<file path="src/rtl/core/clutch_torque_thermal_step_top_defines.svh">
// assertion helpers, clocked on i_clk, quiet while i_rst_n is low
`ifndef CLUTCH_TORQUE_THERMAL_STEP_TOP_DEFINES_SVH
`define CLUTCH_TORQUE_THERMAL_STEP_TOP_DEFINES_SVH

// same-cycle implication
`define CTTS_ASSERT(lbl, ante, cons, msg) \
    lbl: assert property (@(posedge i_clk) disable iff (!i_rst_n) (ante) |-> (cons)) \
        else $error(msg);

// next-cycle implication
`define CTTS_ASSERT_NEXT(lbl, ante, cons, msg) \
    lbl: assert property (@(posedge i_clk) disable iff (!i_rst_n) (ante) |=> (cons)) \
        else $error(msg);

`endif

</file>
<file path="src/rtl/core/ctts_pkg.sv">
package ctts_pkg;

    localparam int FRAC_BITS_DEF = 16;
    localparam int CFG_IDX_W     = 4;

    localparam logic [CFG_IDX_W-1:0] CFG_MAX_TORQUE = 4'd0;
    localparam logic [CFG_IDX_W-1:0] CFG_SLIP_COEF  = 4'd1;
    localparam logic [CFG_IDX_W-1:0] CFG_ENERGY_FR  = 4'd2;
    localparam logic [CFG_IDX_W-1:0] CFG_DISC_MASS  = 4'd3;
    localparam logic [CFG_IDX_W-1:0] CFG_SPEC_HEAT  = 4'd4;
    localparam logic [CFG_IDX_W-1:0] CFG_COOL_COEF  = 4'd5;
    localparam logic [CFG_IDX_W-1:0] CFG_HEALTH     = 4'd6;
    localparam logic [CFG_IDX_W-1:0] CFG_START_TEMP = 4'd7;

    localparam logic signed [31:0] S32_MAX = 32'sh7FFF_FFFF;
    localparam logic signed [31:0] S32_MIN = 32'sh8000_0000;

    typedef logic signed [33:0] t_op;

    typedef struct packed {
        logic [31:0]        time_step;
        logic signed [31:0] engine_torque;
        logic signed [31:0] engine_speed;
        logic signed [31:0] gearbox_speed;
        logic signed [31:0] pedal_position;
        logic signed [31:0] ambient_temp;
    } t_in;

    typedef struct packed {
        logic [22:0]        engagement_percent;
        logic signed [31:0] passed_torque;
        logic signed [31:0] slip_speed;
        logic signed [31:0] disc_temp;
    } t_out;

    typedef struct packed {
        logic start;
        logic neg;
    } t_div_ctl;

    // signed result from a magnitude and a sign, saturated to 32 bits
    function automatic logic signed [31:0] from_mag(input logic [63:0] m, input logic neg);
        logic signed [31:0] r;
        if (neg) begin
            r = (m >= 64'h8000_0000) ? S32_MIN : -$signed(m[31:0]);
        end else begin
            r = (m > 64'h7FFF_FFFF) ? S32_MAX : $signed(m[31:0]);
        end
        return r;
    endfunction

endpackage

</file>
<file path="src/rtl/core/ctts_mul.sv">
module ctts_mul import ctts_pkg::*; #(
    parameter int FRAC_BITS = FRAC_BITS_DEF
) (
    input  logic               i_clk,
    input  t_op                i_a,
    input  t_op                i_b,
    output logic signed [31:0] o_p
);

    logic [33:0] a_abs;
    logic [33:0] b_abs;
    logic [63:0] r_prod;
    logic        r_neg;

    assign a_abs = i_a[33] ? 34'(-i_a) : 34'(i_a);
    assign b_abs = i_b[33] ? 34'(-i_b) : 34'(i_b);

    always_ff @(posedge i_clk) begin
        r_prod <= a_abs[31:0] * b_abs[31:0];
        r_neg  <= i_a[33] ^ i_b[33];
    end

    assign o_p = from_mag(r_prod >> FRAC_BITS, r_neg);

endmodule

</file>
<file path="config.mk">
export PLATFORM = sky130hd
export DESIGN_NAME = ctts_mul
export DESIGN_NICKNAME = d
export VERILOG_FILES = /design/src/rtl/core/clutch_torque_thermal_step_top_defines.svh /design/src/rtl/core/ctts_pkg.sv /design/src/rtl/core/ctts_mul.sv
export SDC_FILE = /design/constraint.sdc
export NUM_CORES = 2
export LEC_CHECK = 0
export ABC_AREA = 1
export BUFFER_PORTS_ARGS = -buffer_cell sky130_fd_sc_hd__clkbuf_2
export CAP_MARGIN = 20
export CORE_ASPECT_RATIO = 0.7
export CORE_MARGIN = 3
export CORE_UTILIZATION = 35
export CTS_BUF_LIST = sky130_fd_sc_hd__clkbuf_8
export DETAILED_ROUTE_END_ITERATION = 8
export GPL_ROUTABILITY_DRIVEN = 0
export SLEW_MARGIN = 20
export SYNTH_ARGS = -nofsm -noshare
export SYNTH_HDL_FRONTEND = slang
export SYNTH_SLANG_ARGS = --single-unit
</file>
<file path="constraint.sdc">
create_clock -name i_clk -period 8.68 [get_ports i_clk]
set_clock_uncertainty 0.1 [all_clocks]
set_input_delay 1.302 -clock i_clk [delete_from_list [all_inputs] [get_ports i_clk]]
set_output_delay 1.302 -clock i_clk [all_outputs]
set_load 0.005 [all_outputs]
</file>
==> results.md <==
Clock network
* yes — clock tree from TritonCTS
* 5 — cts bufs inserted
* sky130_fd_sc_hd__clkbuf_8 — Clock Root Buffer
* 80 ps — clock edge transition at the registers on the reported setup and hold paths
* 2 — clock tree buffer depth
* 49 — clock tree sinks
* 2 — H-tree levels

Global route
* 210500 µm — wire length of the first global-routing pass
* 35.82k — via count of the first global-routing pass
* 24.47% — overall routing resource usage
* 3 — number of antenna violations at the first check in global routing
* 0 — aggregate global routing overflow
* 23 — pin count of the biggest net entering global routing

Setup path
* in -> reg — kind of critical path
* 5 — Max FO, Critical Path
* primary input — startpoint kind of the worst setup timing path
* flip-flop — type of destination of the critical path
* 620 ps — slowest cell delay on critical path
* 10 — critical path buffer and inverter count
* 8770 ps — CP required
* adder cells — family of cells with the greatest summed delay on the critical path
* sky130_fd_sc_hd__fa_2 — Critical-path top delay cell
* 8830 ps — arrival time of data at the critical path endpoint
* sky130_fd_sc_hd__fa_1 — Critical Path Most Common Cell

Placed design
* 98 — number of buffer cells added on primary ports
* -779.3 ps — pre-CTS setup slack
* 6980 — Cell Count Post-Placement
* 118300 µm — Detailed Place HPWL

Drt
* 19.37 µm — Wirelength per Cell
* 5 — detailed-router iteration count before antenna repair
* 2970 — DRC violation total after the first TritonRoute iteration
* 4.903 — number of vias per cell after detailed routing
* 137000 µm — routed wire length
* 0 — drt drc
* 34.69k — via count of the routed design
* 0 — Antenna Nets Post-Route

Logic synthesis
* 0% — share of flip-flops with an asynchronous set or reset after synthesis
* 6191 — post-synth net total
* 49 — flip-flop and latch count after synthesis
* sky130_fd_sc_hd__dfxtp_1 — Main synth FF type
* 2.585% — post-synthesis sequential area ratio
* 53 — number of distinct library cells after synthesis
* 37950 µm² — area of the mapped netlist
* 4964 — number of standard cells after synthesis
* 0 — total number of yosys warnings
* 7.645 µm² — Avg Synthesized Cell Area
* 0 — number of enable flip-flop cells after synthesis

Hold path
* in -> reg — worst hold path type

STA
* -52.83 ps — post-route worst setup slack
* 6 — number of endpoints failing setup at the final stage
* 0 — hold violation total from the final report
* 0 — Final Slew Violations
* 114.5 MHz — maximum clock frequency
* yes — unrepaired setup endpoints after global routing
* 789.0 ps — slew of the pin with the lowest slew margin
* 100.6% — final period utilization
* 1655 ps — Worst Hold Margin
* -105.7 ps — Final TNS setup
* 8733 ps — Tmin final
* 47.32% — Max-slew headroom

Die
* 101 — number of placed I/O pins
* 100 — Core Rows
* 35.47% — effective utilization at floorplan
* 399.6 µm — width of the die
* 281.5 µm — floorplan die height
* 107000 µm² — floorplan core area
* 112500 µm² — full die area

Flow run
* 0 — total of max-cap violations

Finish
* 6871 — Final Net Count
* 30.36% — layout-stage area growth over the synthesis result
* 27.79% — share of final-layout standard cells stronger than drive strength 1
* 7075 — Finished Layout Cells

Status
* setup timing — failing checks
* complete, but fails checks — result of the run

## synth_stat cells, drive strengths merged (7+ instances only)
cell	count	area share, %
a21o	13	0.26
a21oi	90	1.2
a31oi	10	0.16
buf	96	1.4
clkbuf	76	0.75
dfxtp	49	2.6
fa	895	47
ha	263	8.7
inv	1338	13
nand2	1009	10
nand3	103	1.4
nand4	27	0.45
nor2	692	7.1
nor3	42	0.67
nor4	13	0.23
o21a	7	0.14
o21ai	119	1.6
o21bai	12	0.24
or2	11	0.19
xnor2	11	0.25
xor2	55	1.5
## path summary, 6_finish.rpt
| path | from | to | slack [ps] | cells past startpoint |
|---|---|---|---|---|
| hold / removal | i_a[33] | r_neg | 1650 | 4 |
| setup / recovery | i_a[0] | r_prod[58] | -50 | 34 |
## logic make-up (layout without fill, tap and decap cells)
logic type,count (synthesis),count (layout),share of synthesized area (%)
DFF,49,49,2.585
and+or+nand+nor,1906,1906,20.30
other,0,2,0
adders and majority gates,1158,1158,55.89
AOI/OAI and AO/OA,272,273,4.055
xor gates and xnor gates,66,66,1.751
buffers and inverters,1513,2193,15.42
## cells in the final DEF, fill, tap and decap left out, drive strengths merged, types with 12 or more instances in the layout
cell	count
nor4	13
nand2	1009
o21ai	120
nor2	692
a21oi	90
clkbuf	104
nand3	103
inv	1327
xor2	55
fa	895
dfxtp	49
o21bai	12
nand4	27
a21o	13
buf	747
ha	263
nor3	42
## layout make-up
class	instances	area (µm²)
Clock inverter	1	5.005
Tap cell	1428	1787
Timing Repair Buffer	844	7318
Fill cell	10300	57510
Sequential cell	49	980.9
Clock buffer	7	96.34
Antenna cell	2	5.005
Multi-Input combinational cell	3403	34130
Inverter	1341	5154
## sequential cells by signal (all words and copies together), names as in the netlist
signal  count
r_prod     48
r_neg       1
## repair_timing
| item | in CTS | in global routing |
|---|---|---|
| buffers inserted | 28 | 62 |
| gates cloned | 0 | 1 |
| gates resized for setup | 411 | 517 |
| setup endpoints to repair | 45 | 48 |
| hold buffers | 0 | 0 |
| pin swaps | 192 | 265 |
## layer usage
metal | global-route usage, % | wire (µm) | vias to the layer above
met2 | 36.33 | 57250 | 1704
met1 | 35.86 | 58800 | 17110
met4 | 4.728 | 3902 | 4
met3 | 6.537 | 16990 | 245
met5 | 0.4568 | 85 | -
li1 | - | - | 15630
## metrics by stage
stage          area (µm²)  utilization [%]
3_5_place_dp        45210            42.26
2_1_floorplan       37970                -
4_1_cts             47060            43.99
6_report            49470            46.24
5_1_grt             49470            46.24
3_3_place_gp        45210            42.26
Power is not shown: default switching activity piles up to over one toggle a cycle in this logic, so the estimate is an artifact.
