`config.mk`:
```
export PLATFORM = sky130hd
export DESIGN_NAME = ctts_div
export DESIGN_NICKNAME = d
export VERILOG_FILES = /design/src/rtl/core/clutch_torque_thermal_step_top_defines.svh /design/src/rtl/core/ctts_pkg.sv /design/src/rtl/core/ctts_div.sv
export SDC_FILE = /design/constraint.sdc
export NUM_CORES = 1
export LEC_CHECK = 0
export BUFFER_PORTS_ARGS = -buffer_cell sky130_fd_sc_hd__clkbuf_2
export CAP_MARGIN = 10
export CORE_MARGIN = 3
export CORE_UTILIZATION = 58
export DETAILED_ROUTE_END_ITERATION = 7
export GPL_TIMING_DRIVEN = 0
export HOLD_SLACK_MARGIN = 0.06
export PLACE_DENSITY = 0.81
export SYNTH_ARGS = -nofsm -noshare
export SYNTH_HDL_FRONTEND = slang
export SYNTH_SLANG_ARGS = --single-unit
```
`constraint.sdc`:
```
create_clock -name i_clk -period 3.4 [get_ports i_clk]
set_input_delay 0.17 -clock i_clk [delete_from_list [all_inputs] [get_ports i_clk]]
set_output_delay 0.17 -clock i_clk [all_outputs]
set_load 0.01 [all_outputs]
```
`src/rtl/core/clutch_torque_thermal_step_top_defines.svh`:
```
// assertion helpers, clocked on i_clk, quiet while i_rst_n is low
`ifndef CLUTCH_TORQUE_THERMAL_STEP_TOP_DEFINES_SVH
`define CLUTCH_TORQUE_THERMAL_STEP_TOP_DEFINES_SVH

// same-cycle implication
`define CTTS_ASSERT(lbl, ante, cons, msg) \
    lbl: assert property (@(posedge i_clk) disable iff (!i_rst_n) (ante) |-> (cons)) \
        else $error(msg);

// next-cycle implication
`define CTTS_ASSERT_NEXT(lbl, ante, cons, msg) \
    lbl: assert property (@(posedge i_clk) disable iff (!i_rst_n) (ante) |=> (cons)) \
        else $error(msg);

`endif

```
`src/rtl/core/ctts_pkg.sv`:
```
package ctts_pkg;

    localparam int FRAC_BITS_DEF = 16;
    localparam int CFG_IDX_W     = 4;

    localparam logic [CFG_IDX_W-1:0] CFG_MAX_TORQUE = 4'd0;
    localparam logic [CFG_IDX_W-1:0] CFG_SLIP_COEF  = 4'd1;
    localparam logic [CFG_IDX_W-1:0] CFG_ENERGY_FR  = 4'd2;
    localparam logic [CFG_IDX_W-1:0] CFG_DISC_MASS  = 4'd3;
    localparam logic [CFG_IDX_W-1:0] CFG_SPEC_HEAT  = 4'd4;
    localparam logic [CFG_IDX_W-1:0] CFG_COOL_COEF  = 4'd5;
    localparam logic [CFG_IDX_W-1:0] CFG_HEALTH     = 4'd6;
    localparam logic [CFG_IDX_W-1:0] CFG_START_TEMP = 4'd7;

    localparam logic signed [31:0] S32_MAX = 32'sh7FFF_FFFF;
    localparam logic signed [31:0] S32_MIN = 32'sh8000_0000;

    typedef logic signed [33:0] t_op;

    typedef struct packed {
        logic [31:0]        time_step;
        logic signed [31:0] engine_torque;
        logic signed [31:0] engine_speed;
        logic signed [31:0] gearbox_speed;
        logic signed [31:0] pedal_position;
        logic signed [31:0] ambient_temp;
    } t_in;

    typedef struct packed {
        logic [22:0]        engagement_percent;
        logic signed [31:0] passed_torque;
        logic signed [31:0] slip_speed;
        logic signed [31:0] disc_temp;
    } t_out;

    typedef struct packed {
        logic start;
        logic neg;
    } t_div_ctl;

    // signed result from a magnitude and a sign, saturated to 32 bits
    function automatic logic signed [31:0] from_mag(input logic [63:0] m, input logic neg);
        logic signed [31:0] r;
        if (neg) begin
            r = (m >= 64'h8000_0000) ? S32_MIN : -$signed(m[31:0]);
        end else begin
            r = (m > 64'h7FFF_FFFF) ? S32_MAX : $signed(m[31:0]);
        end
        return r;
    endfunction

endpackage

```
`src/rtl/core/ctts_div.sv`:
```
module ctts_div import ctts_pkg::*; #(
    parameter int FRAC_BITS = FRAC_BITS_DEF
) (
    input  logic                    i_clk,
    input  logic                    i_rst_n,
    input  t_div_ctl                i_ctl,
    input  logic [32+FRAC_BITS-1:0] i_dividend,
    input  logic [31:0]             i_divisor,
    output logic                    o_busy,
    output logic                    o_done,
    output logic signed [31:0]      o_quot
);

    localparam int DW = 32 + FRAC_BITS;
    localparam int CW = $clog2(DW + 1);

    logic [DW-1:0] r_dvd;
    logic [31:0]   r_rem;
    logic [31:0]   r_dvs;
    logic          r_neg;
    logic [CW-1:0] r_cnt;
    logic          r_busy;
    logic          r_done;
    logic [32:0]   rem_sh;
    logic          ge;

    assign rem_sh = {r_rem, r_dvd[DW-1]};
    assign ge     = rem_sh >= {1'b0, r_dvs};

    always_ff @(posedge i_clk) begin
        if (!i_rst_n) begin
            r_busy <= 1'b0;
            r_done <= 1'b0;
            r_cnt  <= '0;
        end else begin
            r_done <= 1'b0;
            if (i_ctl.start) begin
                r_dvd  <= i_dividend;
                r_rem  <= '0;
                r_dvs  <= i_divisor;
                r_neg  <= i_ctl.neg;
                r_cnt  <= CW'(DW);
                r_busy <= 1'b1;
            end else if (r_busy) begin
                r_rem <= ge ? 32'(rem_sh - {1'b0, r_dvs}) : rem_sh[31:0];
                r_dvd <= {r_dvd[DW-2:0], ge};
                r_cnt <= r_cnt - 1'b1;
                if (r_cnt == CW'(1)) begin
                    r_busy <= 1'b0;
                    r_done <= 1'b1;
                end
            end
        end
    end

    assign o_busy = r_busy;
    assign o_done = r_done;
    assign o_quot = from_mag(64'(r_dvd), r_neg);

endmodule

```
==> flow_metrics.tcl <==
set metrics [dict create \
    critPathCaptureType "output pin" \
    ys_warn_count 0 \
    critical_path_arrival_ns 3.36 \
    core_region_area_mm2 0.0128 \
    nets 1086 \
    detail-route-antenna-nets 0 \
    ff2ff_setup_slack_ns 0.08 \
    syn_inst 755 \
    startpoint_of_the_worst_slack_reg_to_reg_timing_path "r_dvs[0]$_DFFE_PP_" \
    groute.usage.overall_pct 29.8 \
    hold_start "i_dividend[15]" \
    postSynthRegisterBits 121 \
    worst_hold_path.endpoint "r_dvd[15]$_DFFE_PP_" \
    grt_first_pass_wirelength_um 34000 \
    report.final.hold_viol_count 0 \
    area_growth_syn_to_layout_pct 30.6 \
    totalNegativeSetupSlack_ns -0.188 \
    drv.max_cap_violation_count 0 \
    core_utilization_of_the_finished_layout_pct 78.5 \
    cts_inserted_buffers 17 \
    measured_slew_at_the_worst_slew_check_pin_ns 0.799 \
    crit_chain "inv_1, ha_1, inv_1, nor3_1, nand4_2, or4_4, nor3_4, nand2_1, a221o_1, clkbuf_2" \
    clock_network_fraction_of_design_power_pct 37.7 \
    p_switching_mw 1.44 \
    initial_antenna_violation_count 0 \
    row_count 41 \
    via_to_cell_ratio 6.09 \
    ctsLongestPathBuffers 2 \
    layout-drive-gt1-share_pct 25.8 \
    crit-reg2reg-capture "r_rem[28]$_SDFFCE_PP0P_" \
    worst-r2r-cell-count 10 \
    postSynth.asyncResetShare_pct 0 \
    combPwrFrac_pct 24.6 \
    final_min_period_over_clock_period_pct 104 \
    setup_viol_count_final 2 \
    internal_power_mw 3.52 \
    total_leakage_power_nw 4.11 \
    cts.sink_count 121 \
    critical_path_buf_inv_count 3 \
    fmax_mhz 283 \
    worst_path_dominant_cell_family "simple AND/OR/NAND/NOR gates" \
    fin_crit_ns 3.53 \
    critPathRequiredTime_ns 3.23 \
    synthesis.area_per_instance_um2 10.2 \
    synth_enable_flop_cells 113 \
    synth_seq_area_share_pct 46.3 \
    worstSetupPathType "register to output pin" \
    h-tree-depth 4 \
    worstHoldPathCells 2 \
    io_buffers 117 \
    critical_path_peak_fanout 4 \
    detailedRoute.firstPassIterationCount 6 \
    clock-skew-final_ns 0.0134 \
    relSlewSlack_pct 46.7 \
    slowest_stage "or4_4" \
    design.die.area_mm2 0.0146 \
    drtIter0Drc 986 \
    die_h_um 121 \
    grt_pass1_vias 6862 \
    wire_per_inst_um 19.0 \
    failed_checks "setup timing" \
    largest_net_degree_at_the_start_of_global_routing 58 \
    finalWorstSetupSlack_ns -0.128 \
    slew_viol_final 0 \
    routabilityCongestion 0.915 \
    ioPinCount 118 \
    startpoint_type "register" \
    critPathMostFrequentCell "inv_1" \
    clkTransAtPathRegs_ns 0.05 \
    syn_area_mm2 0.00767 \
    grt-ovfl-total 0 \
    place_hpwl_um 14300 \
    insertion_delay_ns 0.43 \
    via_count 7014 \
    ys.flop_type "edfxtp_1" \
    power_per_cell_area_mw_per_mm2 495 \
    detail_route.wirelength_um 21900 \
    drc_errors 0 \
    grt_setup_unrepaired "yes" \
    cts_root_buf "clkbuf_16" \
    hp-class "input port to register" \
    antenna_cells_inserted 0 \
    worst_path_largest_cell_delay_ns 0.56 \
    power.ir.vdd_worst_v 0.000457 \
    floorplan.initialDensity_pct 60.1 \
    die_width_um 121 \
    cts_tree "yes" \
    power.share.switching_pct 29.1 \
    seq_power_share_pct 37.7 \
    syn_nets 875 \
    run_status "finished with violations" \
    synth_cell_type_count 66 \
]
-- layout make-up --
type / count / area, µm²
Fill cell: 786 / 2750
Clock buffer: 22 / 464
Clock inverter: 10 / 143
Inverter: 50 / 188
Timing Repair Buffer: 196 / 1380
Tap cell: 172 / 215
Multi-Input combinational cell: 547 / 3930
Buffer: 33 / 148
Sequential cell: 121 / 3550
-- power groups by stage --
stage          sequential [mW]  combinational [mW]  clock [mW]
2_1_floorplan             1.87               0.787           0
3_3_place_gp              1.89                1.04           0
3_5_place_dp              1.89                1.08           0
4_1_cts                   1.86                1.16        1.87
5_1_grt                   1.88                1.33        1.95
6_report                  1.87                1.22        1.87
-- cell usage after synthesis (9+ instances only) --
library cell / number / area, µm²
nor3_1: 20 / 100
edfxtp_1: 113 / 3390
or3_1: 12 / 75.1
nand2_1: 68 / 255
mux2i_1: 9 / 90.1
a21o_1: 17 / 128
mux2_2: 46 / 518
inv_1: 49 / 184
xnor2_1: 13 / 114
a21oi_1: 37 / 185
nand3_1: 10 / 50.1
clkbuf_1: 27 / 101
xor2_1: 12 / 105
o311ai_0: 21 / 184
nor2_1: 73 / 274
o21a_1: 12 / 90.1
o21ai_0: 36 / 180
nor4_1: 11 / 68.8
ha_1: 35 / 438
-- cell families after synthesis --
| group | Yosys count | synth area share [%] |
|---|---|---|
| flip-flops | 121 | 46.3 |
| multiplexers | 55 | 7.92 |
| AO/OA/AOI/OAI | 187 | 16.9 |
| adder cells (fa/ha/maj) | 36 | 5.97 |
| AND/OR/NAND/NOR | 244 | 15.7 |
| XOR/XNOR | 25 | 2.85 |
| buffers and inverters | 87 | 4.42 |
-- how the worst max path moves through the flow --
stage | startpoint | to | slack (ns) | depth (start not counted)
floorplan | r_dvd[47]$_DFFE_PP_ | r_rem[28]$_SDFFCE_PP0P_ | 0.47 | 11
global placement | i_ctl[1] | r_rem[23]$_SDFFCE_PP0P_ | -0.54 | 3
detailed placement | r_rem[19]$_SDFFCE_PP0P_ | r_rem[17]$_SDFFCE_PP0P_ | -0.25 | 11
CTS | r_dvd[47]$_DFFE_PP_ | r_rem[28]$_SDFFCE_PP0P_ | 0.005 | 11
global route | r_dvd[19]$_DFFE_PP_ | o_quot[30] | -0.17 | 8
finish | r_dvd[0]$_DFFE_PP_ | o_quot[30] | -0.13 | 10
-- layer usage --
metal / vias up / GRT usage, % / wire (µm)
met2: 364 / 48.6 / 10300
met4: 0 / 13.6 / 838
met5: - / 0 / 0
met1: 3311 / 38.0 / 8980
li1: 3264 / - / -
met3: 75 / 6.85 / 1760
-- cell usage in the layout (no fill, tap or decap), types with 5 or more instances in the layout --
cell	netlist	routed
clkbuf_2	0	118
edfxtp_1	113	113
nor2_1	73	73
nand2_1	68	68
dlygate4sd3_1	0	64
inv_1	49	49
mux2_2	46	46
a21oi_1	37	36
o21ai_0	36	35
ha_1	35	35
clkbuf_1	27	23
nor3_1	20	18
o311ai_0	21	18
a21o_1	17	17
clkbuf_16	0	17
xnor2_1	13	13
buf_4	0	13
xor2_1	12	12
o21a_1	12	11
nor4_1	11	9
or3_1	12	9
mux2i_1	9	9
nand3_1	10	8
nand4_1	8	8
a211oi_1	8	8
dfxtp_1	8	8
nor2b_1	8	7
nand2b_1	6	6
a221o_1	6	6
a31oi_1	6	6
buf_1	5	5
or4_4	3	5
-- registers in the layout, indices dropped and copies added (netlist names) --
name	cells
r_neg	1
o_done	1
r_dvs	32
r_dvd	48
o_busy	1
r_cnt	6
r_rem	32
-- what timing repair did --
action,in CTS,in global routing
gates resized for setup,8,31
buffers inserted,1,12
hold endpoints to repair,64,1
pin swaps,1,6
setup endpoints to repair,48,46
hold buffers,63,1
-- metrics by stage --
| stage | worst slack, ns | cell area, µm² | hold WS (ns) | power, mW | instances |
|---|---|---|---|---|---|
| 4_1_cts | 0.00490 | 9810 | 0.0602 | 4.89 | 1142 |
| 2_1_floorplan | 0.467 | 7670 | 0.269 | 2.66 | 755 |
| 3_5_place_dp | -0.247 | 8540 | 0.349 | 2.97 | 1046 |
| 5_1_grt | -0.169 | 10000 | 0.0611 | 5.17 | 1151 |
| 6_report | -0.128 | 10000 | 0.0677 | 4.96 | 1151 |
| 3_3_place_gp | -0.539 | 8470 | 0.346 | 2.93 | 1044 |
No activity file was read; power rests on OpenSTA's default activity.
